<file path="src/rtl/csr_pkg.sv">
// Shared constants, types and helpers of the clock skew regression block.
// Used by the divider, datapath, controller and top level; depends on nothing.
`default_nettype none
package csr_pkg;

    localparam int TABLE_DEPTH = 8;
    localparam int IDX_W       = $clog2(TABLE_DEPTH);
    localparam int CNT_W       = $clog2(TABLE_DEPTH + 1);
    localparam int CHECK_MIN   = 3;
    localparam int TIME_W      = 32;
    localparam int SUM_W       = 64;
    localparam int SKEW_W      = 48;
    localparam int SKEW_FRAC   = 40;
    localparam int LIMIT_W     = 16;
    localparam int FLIM_W      = 4;
    localparam int OUTCNT_W    = 4;

    localparam logic [LIMIT_W-1:0] THROWOUT_RESET = 16'd30;
    localparam logic [FLIM_W-1:0]  FAULT_RESET    = 4'd3;

    localparam logic [SUM_W-1:0] SKEW_MAXNEG = 64'h0000_8000_0000_0000;
    localparam logic [SUM_W-1:0] SKEW_MAXPOS = 64'h0000_7FFF_FFFF_FFFF;

    typedef logic [1:0] op_t;
    localparam op_t OP_ADD = 2'd0;
    localparam op_t OP_L2G = 2'd1;
    localparam op_t OP_G2L = 2'd2;

    typedef logic [1:0] status_t;
    localparam status_t ST_ADDED       = 2'd0;
    localparam status_t ST_DROPPED     = 2'd1;
    localparam status_t ST_FAULT_RESET = 2'd2;
    localparam status_t ST_CONVERTED   = 2'd3;

    localparam logic REG_THROWOUT = 1'b0;
    localparam logic REG_FAULT    = 1'b1;

    typedef enum logic [5:0] {
        C_NOP, C_LOAD, C_FIRST, C_CONV_LD, C_MUL_SLO, C_MUL_SHI, C_TERM, C_CHECK,
        C_RD_OLD, C_OLD_LATCH, C_SUB_OLD, C_CLR_SUMS, C_RD_LOOP, C_REN_XY,
        C_MUL_XX, C_MUL_YX, C_WRITE, C_ORIGIN, C_NEW_XY, C_WRITE_NEW,
        C_DIV_AX, C_SET_LA, C_DIV_AY, C_SET_OA, C_SKEW_ZERO,
        C_MUL_LA_YLO, C_MUL_LA_YHI, C_NUM, C_MUL_LA_XLO, C_MUL_LA_XHI, C_DEN,
        C_DIV_SK, C_SKEW_SET, C_OUT
    } cmd_t;

    typedef struct packed {
        op_t  op;
        logic full;
        logic above_min;
        logic err;
        logic renorm;
        logic ren_done;
        logic div_busy;
        logic single;
        logic den_zero;
        logic out_free;
    } dp_stat_t;

    // Ring index arithmetic that also holds for depths that are not powers of two.
    function automatic logic [IDX_W-1:0] idx_add(input logic [IDX_W-1:0] a,
                                                 input logic [CNT_W-1:0] b);
        logic [CNT_W:0] s;
        s = {{(CNT_W + 1 - IDX_W){1'b0}}, a} + {1'b0, b};
        if (s >= (CNT_W + 1)'(TABLE_DEPTH)) begin
            s = s - (CNT_W + 1)'(TABLE_DEPTH);
        end
        return s[IDX_W-1:0];
    endfunction

endpackage
`default_nettype wire

</file>
<file path="src/rtl/csr_ctrl.sv">
// Controller: sequences the datapath commands for add and conversion words.
// Depends on csr_pkg for the command and status types.
`default_nettype none
module csr_ctrl (
    input  logic              aclk,
    input  logic              aresetn,
    input  logic              s_valid,
    output logic              s_ready,
    input  csr_pkg::dp_stat_t stat,
    output csr_pkg::cmd_t     cmd
);
    import csr_pkg::*;

    typedef enum logic [5:0] {
        S_IDLE, S_DISPATCH, S_FIRST, S_CV_LD, S_CV_MLO, S_CV_MHI, S_CV_TERM, S_CHECK,
        S_RD_OLD, S_OLD, S_SUB_OLD, S_CLR, S_REN_RD, S_REN_XY, S_REN_MXX, S_REN_MYX,
        S_REN_WR, S_ORIGIN, S_NEW_XY, S_MXX, S_MYX, S_WR,
        S_AVG_X, S_AVG_XW, S_SET_LA, S_AVG_Y, S_AVG_YW, S_SET_OA, S_SK_ZERO,
        S_SK_YLO, S_SK_YHI, S_SK_NUM, S_SK_XLO, S_SK_XHI, S_SK_DEN, S_SK_DIV,
        S_SK_W, S_SK_SET, S_OUT
    } state_t;

    state_t state_reg;
    state_t state_next;

    always_comb begin
        state_next = state_reg;
        cmd        = C_NOP;
        case (state_reg)
            S_IDLE: begin
                if (s_valid) begin
                    cmd        = C_LOAD;
                    state_next = S_DISPATCH;
                end
            end
            S_DISPATCH: begin
                if (stat.op == OP_ADD) begin
                    state_next = S_FIRST;
                end else if (stat.op == OP_L2G || stat.op == OP_G2L) begin
                    state_next = S_CV_LD;
                end else begin
                    state_next = S_OUT;
                end
            end
            S_FIRST: begin
                cmd = C_FIRST;
                if (stat.above_min) begin
                    state_next = S_CV_LD;
                end else begin
                    state_next = stat.full ? S_RD_OLD : S_NEW_XY;
                end
            end
            S_CV_LD: begin
                cmd        = C_CONV_LD;
                state_next = S_CV_MLO;
            end
            S_CV_MLO: begin
                cmd        = C_MUL_SLO;
                state_next = S_CV_MHI;
            end
            S_CV_MHI: begin
                cmd        = C_MUL_SHI;
                state_next = S_CV_TERM;
            end
            S_CV_TERM: begin
                cmd        = C_TERM;
                state_next = (stat.op == OP_ADD) ? S_CHECK : S_OUT;
            end
            S_CHECK: begin
                cmd = C_CHECK;
                if (stat.err) begin
                    state_next = S_OUT;
                end else begin
                    state_next = stat.full ? S_RD_OLD : S_NEW_XY;
                end
            end
            S_RD_OLD: begin
                cmd        = C_RD_OLD;
                state_next = S_OLD;
            end
            S_OLD: begin
                cmd        = C_OLD_LATCH;
                state_next = stat.renorm ? S_CLR : S_SUB_OLD;
            end
            S_SUB_OLD: begin
                cmd        = C_SUB_OLD;
                state_next = S_NEW_XY;
            end
            S_CLR: begin
                cmd        = C_CLR_SUMS;
                state_next = S_REN_RD;
            end
            S_REN_RD: begin
                cmd        = C_RD_LOOP;
                state_next = S_REN_XY;
            end
            S_REN_XY: begin
                cmd        = C_REN_XY;
                state_next = S_REN_MXX;
            end
            S_REN_MXX: begin
                cmd        = C_MUL_XX;
                state_next = S_REN_MYX;
            end
            S_REN_MYX: begin
                cmd        = C_MUL_YX;
                state_next = S_REN_WR;
            end
            S_REN_WR: begin
                cmd        = C_WRITE;
                state_next = stat.ren_done ? S_ORIGIN : S_REN_RD;
            end
            S_ORIGIN: begin
                cmd        = C_ORIGIN;
                state_next = S_NEW_XY;
            end
            S_NEW_XY: begin
                cmd        = C_NEW_XY;
                state_next = S_MXX;
            end
            S_MXX: begin
                cmd        = C_MUL_XX;
                state_next = S_MYX;
            end
            S_MYX: begin
                cmd        = C_MUL_YX;
                state_next = S_WR;
            end
            S_WR: begin
                cmd        = C_WRITE_NEW;
                state_next = S_AVG_X;
            end
            S_AVG_X: begin
                cmd        = C_DIV_AX;
                state_next = S_AVG_XW;
            end
            S_AVG_XW: begin
                if (!stat.div_busy) begin
                    state_next = S_SET_LA;
                end
            end
            S_SET_LA: begin
                cmd        = C_SET_LA;
                state_next = S_AVG_Y;
            end
            S_AVG_Y: begin
                cmd        = C_DIV_AY;
                state_next = S_AVG_YW;
            end
            S_AVG_YW: begin
                if (!stat.div_busy) begin
                    state_next = S_SET_OA;
                end
            end
            S_SET_OA: begin
                cmd        = C_SET_OA;
                state_next = stat.single ? S_SK_ZERO : S_SK_YLO;
            end
            S_SK_ZERO: begin
                cmd        = C_SKEW_ZERO;
                state_next = S_OUT;
            end
            S_SK_YLO: begin
                cmd        = C_MUL_LA_YLO;
                state_next = S_SK_YHI;
            end
            S_SK_YHI: begin
                cmd        = C_MUL_LA_YHI;
                state_next = S_SK_NUM;
            end
            S_SK_NUM: begin
                cmd        = C_NUM;
                state_next = S_SK_XLO;
            end
            S_SK_XLO: begin
                cmd        = C_MUL_LA_XLO;
                state_next = S_SK_XHI;
            end
            S_SK_XHI: begin
                cmd        = C_MUL_LA_XHI;
                state_next = S_SK_DEN;
            end
            S_SK_DEN: begin
                cmd        = C_DEN;
                state_next = S_SK_DIV;
            end
            S_SK_DIV: begin
                // A zero denominator leaves the skew as it was.
                if (stat.den_zero) begin
                    state_next = S_OUT;
                end else begin
                    cmd        = C_DIV_SK;
                    state_next = S_SK_W;
                end
            end
            S_SK_W: begin
                if (!stat.div_busy) begin
                    state_next = S_SK_SET;
                end
            end
            S_SK_SET: begin
                cmd        = C_SKEW_SET;
                state_next = S_OUT;
            end
            S_OUT: begin
                if (stat.out_free) begin
                    cmd        = C_OUT;
                    state_next = S_IDLE;
                end
            end
            default: state_next = S_IDLE;
        endcase
    end

    always_ff @(posedge aclk) begin
        if (!aresetn) begin
            state_reg <= S_IDLE;
        end else begin
            state_reg <= state_next;
        end
    end

    assign s_ready = (state_reg == S_IDLE);

endmodule
`default_nettype wire
</file>
<file path="config.mk">
export PLATFORM = sky130hd
export DESIGN_NAME = csr_ctrl
export DESIGN_NICKNAME = d
export VERILOG_FILES = /design/src/rtl/csr_pkg.sv /design/src/rtl/csr_ctrl.sv
export SDC_FILE = /design/constraint.sdc
export NUM_CORES = 1
export LEC_CHECK = 0
export BUFFER_PORTS_ARGS = -buffer_cell sky130_fd_sc_hd__buf_2
export CAP_MARGIN = 20
export CORE_ASPECT_RATIO = 1.4
export CORE_MARGIN = 8
export CORE_UTILIZATION = 54
export CTS_CLUSTER_DIAMETER = 30
export DETAILED_ROUTE_END_ITERATION = 12
export GPL_TIMING_DRIVEN = 0
export PLACE_DENSITY = 0.77
export SYNTH_ARGS = -nofsm -noshare
export SYNTH_HDL_FRONTEND = slang
export SYNTH_SLANG_ARGS = --single-unit
</file>
<file path="constraint.sdc">
create_clock -name aclk -period 3.8 [get_ports aclk]
set_input_delay 0.76 -clock aclk [delete_from_list [all_inputs] [get_ports aclk]]
set_output_delay 0.76 -clock aclk [all_outputs]
set_load 0.02 [all_outputs]
</file>
==> flow_metrics.tcl <==
set metrics [dict create \
    synth_fa_ha_area_share_pct 1.961 \
    nets 232 \
    post_cts_resized 0 \
    synth_async_sr_flop_share_pct 0 \
    multi_input_area_um2 1002 \
    hold_path_end "state_reg[3]$_SDFFE_PN0P_" \
    period_minus_slack_ps 3128 \
    synth_ff_type "dfxtp_1" \
    maxCapViolations 0 \
    critPathTopFamily "buffers and inverters" \
    dp_hpwl_mm 3.536 \
    seqPwrFrac_pct 10.7 \
    cpPeakStageDelay_ps 440 \
    powerDensity_nw_per_um2 627.5 \
    p_sw_uw 502.7 \
    yosys.area_share.xor_xnor_pct 0.6863 \
    path_buf_inv 4 \
    clockPowerShare_pct 6.2 \
    synthSimpleGateAreaFrac_pct 34.12 \
    reg2reg_depth 7 \
    antenna_found_initial 0 \
    slew_violations 0 \
    grt_pass1_vias 1594 \
    critPathArrivalTime_ps 2370 \
    yosysWarnings 0 \
    fmax_ghz 0.3197 \
    ys_ff_latch 6 \
    numPortBuffers 20 \
    avgRoutedWirePerCell_um 19.78 \
    status "completed" \
    r2r-start "state_reg[0]$_SDFFE_PN0P_" \
    p_sw_share_pct 56.11 \
    p_int_uw 393.1 \
    power_frac_comb_pct 83.1 \
    gr-total-overflow 0 \
    ir_worst_vdd_mv 0.4496 \
    rows 21 \
    grt_pass1_wl_mm 7.576 \
    synth-edff-count 0 \
    whs_path_depth 3 \
    synth_compound_area_share_pct 40.98 \
    start_util_pct 55.19 \
    die_w_um 57.09 \
    drive_gt1_share_pct 22.43 \
    track_usage_pct 21.80 \
    finClkSkew_ps 2.570 \
    routed_wl_mm 4.688 \
    ff_latch_area_um2 120.1 \
    fillers 215 \
    design.core.area_um2 2312 \
    synth_mux_area_share_pct 0.7843 \
    dieArea_um2 4197 \
    cts_tree "done" \
    num_vias 1697 \
    worstPathRequired_ps 3040 \
    crit_slowest_cell "clkbuf_1" \
    htreeDepth 1 \
    cp_max_fo 10 \
    tightest_slew_ps 523.9 \
    cts_buffers 3 \
    r2r_end "state_reg[0]$_SDFFE_PN0P_" \
    synth_top_family_by_area "compound AO/OA/AOI/OAI gates" \
    worstHoldStart "state_reg[5]$_SDFFE_PN0P_" \
    syn-num-nets 207 \
    r2r_slack_ps 1860 \
    place.gp.congestion 1.014 \
    drt_iter0_drc 199 \
    syn_inst 191 \
    antenna_cells 0 \
    setup_viol 0 \
    syn-cell-area_um2 1276 \
    clock_latency_ps 240 \
    postCtsSetupRepairBufs 0 \
    area_growth_pct 11.86 \
    critPathKind "reg -> out" \
    critPathLaunchType "register" \
    ys_types 59 \
    end_kind "output pin" \
    cp_cell_sequence "buf_2, clkbuf_1, clkbuf_1, o21ai_0, o21ai_0, o221ai_1, buf_2" \
    cts.clk_slew.worst_paths_ps 40 \
    clock_sinks 6 \
    grt_max_degree 11 \
    hold_viol 0 \
    yosysSeqAreaShare_pct 9.412 \
    vias_per_cell 7.160 \
    hold_path_class "reg -> reg" \
    cts-hold-fix-buffers 0 \
    finalSetupTns_ps 0 \
    fin_util_pct 61.74 \
    largest_reg_flops 6 \
    dr.pass1.iters 6 \
    root_buffer "clkbuf_4" \
    rsz0062_at_grt "no" \
    leakage_nw 0.6204 \
    post-route-period-util_pct 82.31 \
    max_slew_margin_pct 65.07 \
    ios 21 \
    die_y_um 73.52 \
    antenna_left 0 \
    drcViolationCount 0 \
    clockBufferDepth 2 \
    syn_area_per_cell_um2 6.682 \
]
worst min-delay path, stage by stage (launching register included):
cell and delay, ps:
dfxtp_1 330, nor2_1 110, nand4_1 120, a211oi_1 70
area by class of cell:
cell class              instances  share of cell area, %
plain buffers                  21                  8.414
clock buffers                   3                  1.578
inverters                       9                  2.366
multi-input cells             155                  70.20
flip-flops and latches          6                  8.414
well taps                      23                  2.016
repair buffers                 20                  7.011
metal layers:
metal | vias to the layer above | wire length [um] | global-route usage [%]
met5 | - | 0 | 0
met2 | 160 | 2229 | 36.76
met3 | 30 | 533 | 2.418
met1 | 740 | 1673 | 25.20
met4 | 0 | 251 | 13.87
li1 | 767 | - | -
power groups by stage:
stage | registers, mW | clock network (mW) | logic, mW
final | 0.0961 | 0.0554 | 0.744
after global routing | 0.0979 | 0.0606 | 0.802
after CTS | 0.0946 | 0.0602 | 0.720
after detailed placement | 0.0956 | 0 | 0.717
after global placement | 0.0949 | 0 | 0.717
after floorplan | 0.0905 | 0 | 0.534
worst max path at each step:
stage,startpoint,to,slack (ps),depth (start not counted)
finish,state_reg[5]$_SDFFE_PN0P_,cmd[1],670,7
global route,state_reg[5]$_SDFFE_PN0P_,cmd[0],550,7
CTS,state_reg[5]$_SDFFE_PN0P_,cmd[1],770,7
detailed placement,state_reg[5]$_SDFFE_PN0P_,cmd[1],1040,7
global placement,state_reg[5]$_SDFFE_PN0P_,cmd[1],1040,7
floorplan,state_reg[4]$_SDFFE_PN0P_,cmd[0],1510,6
through the flow:
step / area, um2 / cells / power [mW] / setup slack (ps) / hold slack, ps
after global placement: 1405 / 234 / 0.8121 / 1044 / 640.0
after floorplan: 1276 / 191 / 0.6242 / 1508 / 570.4
after global routing: 1428 / 237 / 0.9606 / 550.7 / 729.6
final: 1428 / 237 / 0.8958 / 672.4 / 689.0
after detailed placement: 1405 / 234 / 0.8129 / 1044 / 648.0
after CTS: 1428 / 237 / 0.8747 / 768.0 / 653.0
cell usage after synthesis, drive strengths merged (2+ instances only):
| cell | instances | share of area, % |
|---|---|---|
| buf | 18 | 8.5 |
| a21oi | 15 | 5.9 |
| o21ai | 13 | 5.1 |
| nand2 | 12 | 3.5 |
| nor2 | 12 | 3.7 |
| inv | 9 | 2.6 |
| nand2b | 8 | 4.5 |
| nand3 | 8 | 3.1 |
| dfxtp | 6 | 9.4 |
| nor2b | 6 | 2.9 |
| or3 | 6 | 2.9 |
| a21o | 5 | 2.9 |
| a221oi | 5 | 3.9 |
| a22oi | 4 | 2.4 |
| nand4 | 4 | 2.0 |
| nor3 | 4 | 1.6 |
| o22ai | 4 | 2.0 |
| a31oi | 3 | 1.5 |
| and2 | 3 | 1.5 |
| clkbuf | 3 | 0.88 |
| o31ai | 3 | 1.8 |
| a211oi | 2 | 1.2 |
| a21boi | 2 | 1.2 |
| a32oi | 2 | 1.4 |
| and3 | 2 | 0.98 |
| ha | 2 | 2.0 |
| nand3b | 2 | 1.2 |
| nor3b | 2 | 1.2 |
| nor4b | 2 | 1.9 |
| o2111ai | 2 | 1.4 |
| o22a | 2 | 1.4 |
| o311ai | 2 | 1.4 |
| or2 | 2 | 0.98 |
logic make-up after synthesis:
kind of cell | after synthesis
xor+xnor | 1
compound gates | 75
fa+ha+maj | 2
mux | 1
buf+inv | 30
flops | 6
simple gates | 76
layout by cell type (no fill, tap or decap), drive strengths merged, types with 8 or more instances in the layout:
| cell | count |
|---|---|
| nand2b | 8 |
| a21oi | 15 |
| nand2 | 12 |
| o21ai | 13 |
| inv | 9 |
| nand3 | 8 |
| nor2 | 12 |
| buf | 38 |
(Power assumes the default switching activity.)
